File: src/hdl/pli_pkg.sv
`timescale 1ns / 1ps
// ----------------------------------------------------------------------------
// pli_pkg
// types and constants of the piecewise linear interpolation table
// ----------------------------------------------------------------------------
package pli_pkg;

    localparam int TABLE_DEPTH_DEF = 32;
    localparam int DW              = 16;
    localparam int PROD_W          = 34;
    localparam int DIV_STEPS       = 34;

    typedef enum logic [1:0] {
        CMD_CLEAR = 2'd0,
        CMD_LOAD  = 2'd1,
        CMD_QUERY = 2'd2,
        CMD_NONE  = 2'd3
    } cmd_t;

    typedef enum logic [1:0] {
        ST_OK   = 2'd0,
        ST_LOW  = 2'd1,
        ST_HIGH = 2'd2,
        ST_FULL = 2'd3
    } status_t;

    typedef enum logic [3:0] {
        S_IDLE,
        S_SORT_RDI,
        S_SORT_GETI,
        S_SORT_RDK,
        S_SORT_CMP,
        S_SORT_WRI,
        S_Q_RD,
        S_Q_CHK,
        S_MUL,
        S_DIV_INIT,
        S_DIV,
        S_FIN,
        S_OUT
    } fsm_t;

    typedef struct packed {
        logic signed [DW-1:0] x;
        logic signed [DW-1:0] y;
    } entry_t;

endpackage

File: src/hdl/pli_ram.sv
`timescale 1ns / 1ps
// ----------------------------------------------------------------------------
// pli_ram
// generic single write port ram with registered read
// ----------------------------------------------------------------------------
module pli_ram #(
    parameter int WIDTH = 32,
    parameter int DEPTH = 32
) (
    input  logic                     aclk,
    input  logic                     we,
    input  logic [$clog2(DEPTH)-1:0] waddr,
    input  logic [WIDTH-1:0]         wdata,
    input  logic [$clog2(DEPTH)-1:0] raddr,
    output logic [WIDTH-1:0]         rdata
);

    logic [WIDTH-1:0] mem [DEPTH];
    logic [WIDTH-1:0] rdata_reg;

    always_ff @(posedge aclk) begin
        if (we) begin
            mem[waddr] <= wdata;
        end
        rdata_reg <= mem[raddr];
    end

    assign rdata = rdata_reg;

endmodule

File: src/hdl/piecewise_linear_interp_table.sv
`timescale 1ns / 1ps
// ----------------------------------------------------------------------------
// piecewise_linear_interp_table
// breakpoint table with lazy sort, linear search and serial divide
// ----------------------------------------------------------------------------
// Clear, load and unused commands are answered directly from idle. A query
// scans the table entries one by one, and when it interpolates it also runs
// the 34-step one-bit-per-cycle divider. The first query after a load
// first sorts the table through the breakpoint ram, reading and comparing
// one entry per step. The block handles one command at a time and holds
// s_ready low while it works.
module piecewise_linear_interp_table #(
    parameter int TABLE_DEPTH = pli_pkg::TABLE_DEPTH_DEF
) (
    input  logic                              aclk,
    input  logic                              aresetn,
    input  logic                              s_valid,
    output logic                              s_ready,
    input  logic [1:0]                        s_command,
    input  logic signed [pli_pkg::DW-1:0]     s_x_value,
    input  logic signed [pli_pkg::DW-1:0]     s_y_value,
    output logic                              m_valid,
    input  logic                              m_ready,
    output logic signed [pli_pkg::DW-1:0]     m_result_y,
    output logic [1:0]                        m_status
);
    import pli_pkg::*;

    localparam int AW = (TABLE_DEPTH > 1) ? $clog2(TABLE_DEPTH) : 1;
    localparam int CW = $clog2(TABLE_DEPTH + 1);

    fsm_t state_reg, state_next;
    logic [CW-1:0] count_reg, count_next;
    logic sorted_reg, sorted_next;
    logic [CW-1:0] i_reg, i_next;
    logic [CW-1:0] k_reg, k_next;
    entry_t cur_reg, cur_next;
    entry_t prev_reg, prev_next;
    logic signed [DW-1:0] qx_reg, qx_next;
    logic signed [DW:0] dx_reg, dx_next;
    logic signed [DW:0] dy_reg, dy_next;
    logic [DW-1:0] den_reg, den_next;
    logic signed [PROD_W-1:0] prod_reg, prod_next;
    logic neg_reg, neg_next;
    logic [PROD_W-1:0] div_reg, div_next;
    logic [DW-1:0] rem_reg, rem_next;
    logic [5:0] cnt_reg, cnt_next;
    logic signed [DW-1:0] pres_reg, pres_next;
    status_t pstat_reg, pstat_next;
    logic m_valid_reg, m_valid_next;
    logic signed [DW-1:0] res_reg, res_next;
    status_t stat_reg, stat_next;

    logic ram_we;
    logic [AW-1:0] ram_waddr, ram_raddr;
    entry_t ram_wdata, ram_rdata;

    logic out_free, in_beat;
    cmd_t cmd;
    logic [DW:0] trial;
    logic signed [PROD_W:0] quot;
    logic signed [PROD_W+1:0] sum;

    assign out_free = !m_valid_reg || m_ready;
    assign s_ready  = (state_reg == S_IDLE) && out_free;
    assign in_beat  = s_valid && s_ready;
    assign cmd      = cmd_t'(s_command);
    assign trial    = {rem_reg, div_reg[PROD_W-1]};
    assign quot     = neg_reg ? -$signed({1'b0, div_reg}) : $signed({1'b0, div_reg});
    assign sum      = (PROD_W+2)'(quot) + (PROD_W+2)'(prev_reg.y);

    pli_ram #(
        .WIDTH ($bits(entry_t)),
        .DEPTH (TABLE_DEPTH)
    ) u_ram (
        .aclk  (aclk),
        .we    (ram_we),
        .waddr (ram_waddr),
        .wdata (ram_wdata),
        .raddr (ram_raddr),
        .rdata (ram_rdata)
    );

    // next state
    always_comb begin
        state_next = state_reg;
        unique case (state_reg)
            S_IDLE: begin
                if (in_beat && cmd == CMD_QUERY && count_reg != '0) begin
                    if (!sorted_reg && count_reg > CW'(1)) begin
                        state_next = S_SORT_RDI;
                    end else begin
                        state_next = S_Q_RD;
                    end
                end
            end
            S_SORT_RDI:  state_next = S_SORT_GETI;
            S_SORT_GETI: state_next = S_SORT_RDK;
            S_SORT_RDK:  state_next = S_SORT_CMP;
            S_SORT_CMP: begin
                if (CW'(k_reg + 1'b1) == count_reg) begin
                    state_next = S_SORT_WRI;
                end else begin
                    state_next = S_SORT_RDK;
                end
            end
            S_SORT_WRI: begin
                if (({1'b0, i_reg} + (CW+1)'(2)) == {1'b0, count_reg}) begin
                    state_next = S_Q_RD;
                end else begin
                    state_next = S_SORT_RDI;
                end
            end
            S_Q_RD: state_next = S_Q_CHK;
            S_Q_CHK: begin
                if (ram_rdata.x == qx_reg) begin
                    state_next = S_OUT;
                end else if (ram_rdata.x > qx_reg) begin
                    state_next = (i_reg == '0) ? S_OUT : S_MUL;
                end else if (CW'(i_reg + 1'b1) == count_reg) begin
                    state_next = S_OUT;
                end else begin
                    state_next = S_Q_RD;
                end
            end
            S_MUL:      state_next = S_DIV_INIT;
            S_DIV_INIT: state_next = S_DIV;
            S_DIV: begin
                if (cnt_reg == 6'(DIV_STEPS - 1)) begin
                    state_next = S_FIN;
                end
            end
            S_FIN: state_next = S_OUT;
            S_OUT: begin
                if (out_free) begin
                    state_next = S_IDLE;
                end
            end
            default: state_next = S_IDLE;
        endcase
    end

    // datapath and outputs
    always_comb begin
        count_next   = count_reg;
        sorted_next  = sorted_reg;
        i_next       = i_reg;
        k_next       = k_reg;
        cur_next     = cur_reg;
        prev_next    = prev_reg;
        qx_next      = qx_reg;
        dx_next      = dx_reg;
        dy_next      = dy_reg;
        den_next     = den_reg;
        prod_next    = prod_reg;
        neg_next     = neg_reg;
        div_next     = div_reg;
        rem_next     = rem_reg;
        cnt_next     = cnt_reg;
        pres_next    = pres_reg;
        pstat_next   = pstat_reg;
        m_valid_next = m_valid_reg;
        res_next     = res_reg;
        stat_next    = stat_reg;
        ram_we       = 1'b0;
        ram_waddr    = '0;
        ram_wdata    = cur_reg;
        ram_raddr    = '0;

        if (m_valid_reg && m_ready) begin
            m_valid_next = 1'b0;
        end

        unique case (state_reg)
            S_IDLE: begin
                if (in_beat) begin
                    qx_next = s_x_value;
                    i_next  = '0;
                    unique case (cmd)
                        CMD_CLEAR: begin
                            count_next   = '0;
                            sorted_next  = 1'b1;
                            m_valid_next = 1'b1;
                            res_next     = '0;
                            stat_next    = ST_OK;
                        end
                        CMD_LOAD: begin
                            m_valid_next = 1'b1;
                            res_next     = '0;
                            if (count_reg == CW'(TABLE_DEPTH)) begin
                                stat_next = ST_FULL;
                            end else begin
                                stat_next   = ST_OK;
                                ram_we      = 1'b1;
                                ram_waddr   = count_reg[AW-1:0];
                                ram_wdata   = '{x: s_x_value, y: s_y_value};
                                count_next  = CW'(count_reg + 1'b1);
                                sorted_next = 1'b0;
                            end
                        end
                        CMD_QUERY: begin
                            sorted_next = 1'b1;
                            if (count_reg == '0) begin
                                m_valid_next = 1'b1;
                                res_next     = '0;
                                stat_next    = ST_LOW;
                            end
                        end
                        CMD_NONE: begin
                            m_valid_next = 1'b1;
                            res_next     = '0;
                            stat_next    = ST_OK;
                        end
                        default: ;
                    endcase
                end
            end
            S_SORT_RDI: ram_raddr = i_reg[AW-1:0];
            S_SORT_GETI: begin
                cur_next = ram_rdata;
                k_next   = CW'(i_reg + 1'b1);
            end
            S_SORT_RDK: ram_raddr = k_reg[AW-1:0];
            S_SORT_CMP: begin
                if (cur_reg.x > ram_rdata.x) begin
                    ram_we    = 1'b1;
                    ram_waddr = k_reg[AW-1:0];
                    ram_wdata = cur_reg;
                    cur_next  = ram_rdata;
                end
                k_next = CW'(k_reg + 1'b1);
            end
            S_SORT_WRI: begin
                ram_we    = 1'b1;
                ram_waddr = i_reg[AW-1:0];
                ram_wdata = cur_reg;
                if (({1'b0, i_reg} + (CW+1)'(2)) == {1'b0, count_reg}) begin
                    i_next = '0;
                end else begin
                    i_next = CW'(i_reg + 1'b1);
                end
            end
            S_Q_RD: ram_raddr = i_reg[AW-1:0];
            S_Q_CHK: begin
                pres_next = '0;
                if (ram_rdata.x == qx_reg) begin
                    pres_next  = ram_rdata.y;
                    pstat_next = ST_OK;
                end else if (ram_rdata.x > qx_reg) begin
                    pstat_next = ST_LOW;
                    dx_next    = (DW+1)'(qx_reg) - (DW+1)'(prev_reg.x);
                    dy_next    = (DW+1)'(ram_rdata.y) - (DW+1)'(prev_reg.y);
                    den_next   = DW'(ram_rdata.x - prev_reg.x);
                end else begin
                    prev_next  = ram_rdata;
                    pstat_next = (count_reg == CW'(1)) ? ST_LOW : ST_HIGH;
                    i_next     = CW'(i_reg + 1'b1);
                end
            end
            S_MUL: prod_next = PROD_W'(dx_reg * dy_reg);
            S_DIV_INIT: begin
                neg_next = prod_reg[PROD_W-1];
                div_next = prod_reg[PROD_W-1] ? PROD_W'(-prod_reg) : PROD_W'(prod_reg);
                rem_next = '0;
                cnt_next = '0;
            end
            S_DIV: begin
                if (trial >= {1'b0, den_reg}) begin
                    rem_next = DW'(trial - {1'b0, den_reg});
                    div_next = {div_reg[PROD_W-2:0], 1'b1};
                end else begin
                    rem_next = trial[DW-1:0];
                    div_next = {div_reg[PROD_W-2:0], 1'b0};
                end
                cnt_next = 6'(cnt_reg + 1'b1);
            end
            S_FIN: begin
                pstat_next = ST_OK;
                if (sum > (PROD_W+2)'(32767)) begin
                    pres_next = 16'sh7fff;
                end else if (sum < -(PROD_W+2)'(32768)) begin
                    pres_next = 16'sh8000;
                end else begin
                    pres_next = sum[DW-1:0];
                end
            end
            S_OUT: begin
                if (out_free) begin
                    m_valid_next = 1'b1;
                    res_next     = pres_reg;
                    stat_next    = pstat_reg;
                end
            end
            default: ;
        endcase
    end

    always_ff @(posedge aclk) begin
        if (!aresetn) begin
            state_reg   <= S_IDLE;
            count_reg   <= '0;
            sorted_reg  <= 1'b1;
            m_valid_reg <= 1'b0;
        end else begin
            state_reg   <= state_next;
            count_reg   <= count_next;
            sorted_reg  <= sorted_next;
            m_valid_reg <= m_valid_next;
        end
        i_reg     <= i_next;
        k_reg     <= k_next;
        cur_reg   <= cur_next;
        prev_reg  <= prev_next;
        qx_reg    <= qx_next;
        dx_reg    <= dx_next;
        dy_reg    <= dy_next;
        den_reg   <= den_next;
        prod_reg  <= prod_next;
        neg_reg   <= neg_next;
        div_reg   <= div_next;
        rem_reg   <= rem_next;
        cnt_reg   <= cnt_next;
        pres_reg  <= pres_next;
        pstat_reg <= pstat_next;
        res_reg   <= res_next;
        stat_reg  <= stat_next;
    end

    assign m_valid    = m_valid_reg;
    assign m_result_y = res_reg;
    assign m_status   = stat_reg;

endmodule

File: config.mk
export PLATFORM = sky130hd
export DESIGN_NAME = piecewise_linear_interp_table
export DESIGN_NICKNAME = d
export VERILOG_FILES = /design/src/hdl/pli_pkg.sv /design/src/hdl/pli_ram.sv /design/src/hdl/piecewise_linear_interp_table.sv
export SDC_FILE = /design/constraint.sdc
export NUM_CORES = 2
export LEC_CHECK = 0
export BUFFER_PORTS_ARGS = -buffer_cell sky130_fd_sc_hd__buf_2
export CAP_MARGIN = 20
export CORE_ASPECT_RATIO = 0.7
export CORE_UTILIZATION = 60
export CTS_CLUSTER_SIZE = 14
export DETAILED_ROUTE_END_ITERATION = 7
export HOLD_SLACK_MARGIN = 0.1
export PLACE_DENSITY = 0.88
export REMOVE_ABC_BUFFERS = 1
export SLEW_MARGIN = 20
export SYNTH_ARGS = -nofsm -noshare
export SYNTH_HDL_FRONTEND = slang
export SYNTH_SLANG_ARGS = --single-unit
export TNS_END_PERCENT = 5
File: constraint.sdc
create_clock -name aclk -period 8.5 [get_ports aclk]
set_input_delay 0.85 -clock aclk [delete_from_list [all_inputs] [get_ports aclk]]
set_output_delay 0.85 -clock aclk [all_outputs]
set_load 0.05 [all_outputs]
Word level (Yosys, flattened, before mapping)
Memory sizes are Yosys's and may differ from the RTL's. A register that Yosys moved wholly into a read port is not among the register bits.
Cells that the tools add are included.
{ "totals": {"wordCells": 182, "inputBits": 38, "regBits": 281, "output_inout_bits": 20, "ramBits": 1024, "memories": 1} }
{ "memory_table": {"columns": ["name", "words", "word_bits", "rd", "rd_clocked_by_memory_dff", "wr", "line_no", "text"], "rows": [
  ["u_ram.mem", 32, 32, 1, 1, 1, "pli_ram.sv:18", "logic [WIDTH-1:0] mem [DEPTH];"]
]} }
{ "op_classes": {"add_sub_neg": 12, "magnitude_cmp": 6, "mul": 1, "reduce_logical": 34, "bitwise": 2, "mux": 72, "n_eq_ne": 31} }
{ "ops": {"columns": ["cell", "n"], "rows": [
  ["32-bit 2-to-1 mux", 5],
  ["16-bit one-hot mux with 2 select lines", 4],
  ["16-bit 2-to-1 mux", 7],
  ["34-bit one-hot mux with 2 select lines", 1],
  ["32-bit one-hot mux with 2 select lines", 1],
  ["4-bit one-hot mux with 13 select lines", 1],
  ["35-bit by 16-bit adder with 36-bit output", 1],
  ["36-bit by 16-bit greater-than comparator with 1-bit output, second input constant", 1],
  ["36-bit by 16-bit < comparator with 1-bit output, second input constant", 1],
  ["6-bit one-hot mux with 2 select lines", 3],
  ["35-bit 2-to-1 mux", 1],
  ["34-bit negation with 35-bit output", 1],
  ["17-bit by 17-bit multiplier with 34-bit output", 1],
  ["34-bit 2-to-1 mux", 1],
  ["34-bit negation", 1],
  ["16-bit by 16-bit subtractor with 17-bit output", 2],
  ["16-bit greater-than comparator", 2],
  ["16-bit subtractor", 2],
  ["6-bit 2-to-1 mux", 5],
  ["6-bit by 1-bit adder with 6-bit output, second input constant", 4],
  ["4-bit 2-to-1 mux", 6],
  ["4-bit equality test, second input constant", 5],
  ["5-bit 2-to-1 mux", 4],
  ["6-bit one-hot mux with 3 select lines", 1],
  ["other kinds (40)", 97]
]} }

Depth between registers and ports, before layout
{ "logic_depth": {"ltp_word": 8, "ltp_mapped": 26, "mapped_depth_nobuf": 25} }

Cells and area by module
From an unflattened synthesis, not the netlist that was laid out.
{ "hier_totals": {"hier_cells": 5483, "hier_area_um2": 70466.3} }
{ "by_module_without_submodules": {"columns": ["mod", "cells_per_inst", "instances", "seq_area_each_um2", "area_per_inst_um2"], "rows": [
  ["pli_ram", 2260, 1, 31390.1, 40492.6],
  ["piecewise_linear_interp_table", 3223, 1, 8318.0, 29973.7]
]} }

Least setup slack after synthesis
OpenSTA, ideal clock, no wires.
{ "synth_timing": {"path_kind": "register -> register", "start": "register dx_reg[7]", "end": "register prod_reg[33] (data pin)", "path_slack_ps": 1886, "n_path_buf": 1, "synth_period_minus_slack_ps": 6614, "stages_incl_launch_ff": 25, "required_ps": 8240, "arrival_time_ps": 6354, "cell_sequence": "edfxtp_1 > clkbuf_1 > and2_1 > fa_1 > inv_1 > fa_1 > fa_1 > fa_1 > inv_1 > fa_1 > inv_1 > fa_1 > inv_1 > ha_1 > and4_1 > a2111o_1 > a31o_2 > a21oi_1 > a41oi_1 > a21o_1 > a21oi_1 > o21ai_0 > a41o_1 > a21oi_1 > xnor2_1"} }
{ "synth_via": {"elab_chain_len": 1} }
{ "synth_lines": {"columns": ["element", "line_no", "text"], "rows": [
  ["from (decl)", "piecewise_linear_interp_table.sv:40", "logic signed [DW:0] dx_reg, dx_next;"],
  ["from (signal assigned)", "piecewise_linear_interp_table.sv:315", "dx_reg <= dx_next;"],
  ["17-bit by 17-bit multiplier with 34-bit output", "piecewise_linear_interp_table.sv:260", "S_MUL: prod_next = PROD_W'(dx_reg * dy_reg);"],
  ["to (signal assigned)", "piecewise_linear_interp_table.sv:318", "prod_reg <= prod_next;"],
  ["to (decl)", "piecewise_linear_interp_table.sv:43", "logic signed [PROD_W-1:0] prod_reg, prod_next;"]
]} }
Every way passes these cells.
A chain may end at the register's enable or synchronous reset.

Final worst setup path
{ "layout_timing": {"start": "register dx_reg[10]", "end": "register prod_reg[33] (data pin)"} }
Same word-level chain as after synthesis.

==> results.md <==
* Layout Utilization at 0.662
* Die width at just over 400 um
* CTS resizes at 0
* Tightest Pin Transition at 1.18 ns
* Commonest cells post-synth: 1293 x edfxtp_1, 678 x nand2_1, 469 x inv_1
* Yosys top cell area share at 0.564
* Number of global-route vias before repair at between 40k and 50k
* Final net count at 5567
* Ys async rst share at 0
* Final critical-path required period at 7.35 ns
* Vias post-DR at 43.2k
* Final period util at 0.864
* Post-Place Worst Slack at 1.20 ns
* Rel. slew slack at 0.215
* Row cnt at 103
* Worst hold path type: in2reg
* Pwr Density at around 200 nW/um2
* Post-synthesis cell type count at 84
* Drt wl/cell at 27.8 um
* Post-route insts no fill at 6620
* EDFF count, synth at 1293
* Post-Synthesis Cells at roughly 5.0k
* Initial antenna violation count at 9
* Synth area leader: edfxtp_1
* Synth top area cells: edfxtp_1 56%, fa_1 8.8%, mux4_2 8.4%, ha_1 4.1%, nand2_1 3.7%
* RSZ-0062 raised after global routing: no
* Max Buffers Root-to-Sink at 3
* Leak pwr at 27.1 nW
* Yosys warns at 0
* Critical path class: reg2reg
* GPL Wtd Cong at 0.929
* H-tree depth at 3
* Status: finished, final reports clean
* Max Slew Vio Count at 0
* Routed wl met2 at 80.3 mm
* GRT Total Usage at 0.319
* Fmax at about 140 MHz
* Clk Latency, worst-skew pair at 0.77 ns
* Inst Count DP at 6398
* Post-Syn Area per Cell at approximately 14 um2
* Initial Utilization at 0.608
* Clock transition at path regs at 0.08 ns
* DR top layer: met5
* M1 wire length at 67.9 mm
* IO Count at 58
* Startpoint Class: register
* Largest register FFs at 1024
* Area grow syn2layout at 8.84%
* Clock tree sinks at 1337
* Register bit total from synthesis at 1337
* Die ar. at 116000 um2
* Setup_tns at 0 ns
* Crit Path Max Fanout at 17
* Core area at 113000 um2
* Global-route wire length before repair at around 270 mm
* Routed Antenna Nets at 0
* Most common cell in the netlist: edfxtp_1
* TritonCTS Buffers at between 100 and 150
* Hold Violations, Final at 0
* Post-synthesis sequential area ratio at 0.577
* Filler instances at 7474
* Top_reg_cell synth: edfxtp_1
* Met3 wire length at about 28 mm
* Die height at 285 um
* Post-CTS Setup Bufs at 0
* Layout cell share with drive strength beyond 1 at 0.124
* Setup violators final at 0
* Final Power at between 15 and 20 mW
* Port bufs at between 50 and 60
* Final worst slack at 1.15 ns
* DRC viols at 0
* 1st-iter DRT viols at 6186
* Pin count of the biggest net entering global routing at between 100 and 150
* VDD IR max at a little under 200 uV
* Clock Skew at 0.0602 ns
* CTS tree: built
* Synthesized cell area at 68800 um2
* Crit path DAT at 7.81 ns
* Root buffer cell: clkbuf_16
* Cts hold-fix bufs at 0
* Total grt overflow at 0
* CP required at 8.96 ns
* Vias per cell at 6.52
* Final HPWL DP at between 100 and 150 mm
* Critical path capture point type: register
* Drt pass-1 iters at 6
* Routed WL at approximately 180 mm
* Max Cap Violations at 0
cells by family after synthesis:
group	Yosys count	synth area share
buffers and inverters	676	0.0383
flip-flops	1337	0.577
XOR/XNOR	203	0.0258
AND/OR/NAND/NOR	1441	0.0967
adder cells (fa/ha/maj)	529	0.129
AO/OA/AOI/OAI	508	0.0471
multiplexers	268	0.0856
worst max-delay path: stages, from the launching register on:
cell and delay, ns:
edfxtp_1 0.75, nand2_1 0.16, fa_1 0.57, fa_1 0.60
fa_1 0.46, fa_1 0.56, inv_1 0.05, fa_1 0.48
inv_1 0.05, fa_1 0.48, inv_1 0.04, ha_1 0.35
and4_1 0.24, a2111o_1 0.38, a31o_2 0.23, a21oi_1 0.25
a41oi_1 0.21, a21o_1 0.21, a21oi_1 0.22, o21ai_0 0.22
a41o_1 0.29, a21oi_1 0.18, xnor2_1 0.09
cells in the final DEF, fill, tap and decap left out, types with 106 or more instances in the layout:
cell       count
a21oi_1      106
and2_1       156
clkbuf_16    118
edfxtp_1    1293
fa_1         301
ha_1         228
inv_1        469
mux4_2       256
nand2_1      677
nand3_1      208
nor2_1       143
o21ai_0      177
xnor2_1      133
worst paths after layout:
| path | slack [ns] | from | cells past startpoint | to |
|---|---|---|---|---|
| max | 1.15 | dx_reg[10]$_DFFE_PP_ | 22 | prod_reg[33]$_DFFE_PP_ |
| max reg2reg | 1.15 | dx_reg[10]$_DFFE_PP_ | 22 | prod_reg[33]$_DFFE_PP_ |
| min reg2reg | 0.52 | pres_reg[7]$_DFFE_PP_ | 1 | m_result_y[7]$_SDFFCE_PN0P_ |
| min | 0.30 | s_x_value[3] | 1 | qx_reg[3]$_DFFE_PP_ |
final cells by class:
type,instances,area (um2),share of cell area
Antenna cell,1,2.50,0.0000334
Clock buffer,177,3330,0.0445
Clock inverter,40,483,0.00645
Inverter,469,1760,0.0235
Multi-Input combinational cell,2949,26800,0.358
Sequential cell,1337,39700,0.530
Tap cell,1522,1900,0.0254
Timing Repair Buffer,125,866,0.0116
per-stage QoR:
step,hold slack [ns],cell area (um2)
floorplan,0.449,67900
global placement,0.501,71000
detailed placement,0.501,71000
CTS,0.268,74800
global route,0.283,74900
finish,0.300,74900
routing by layer:
layer	track usage	vias to the layer above
met5	0	-
met4	0.114	12
met3	0.114	548
met2	0.466	3330
met1	0.447	21357
li1	-	17939
power by group:
part	total [mW]	internal [mW]	switching, mW	leakage (nW)
Sequential	8.06	7.86	0.198	12.1
Clock	5.37	2.91	2.47	1.85
Combinational	1.78	0.474	1.31	13.2
Total	15.2	11.2	3.97	27.1
No activity file was read; power rests on OpenSTA's default activity.
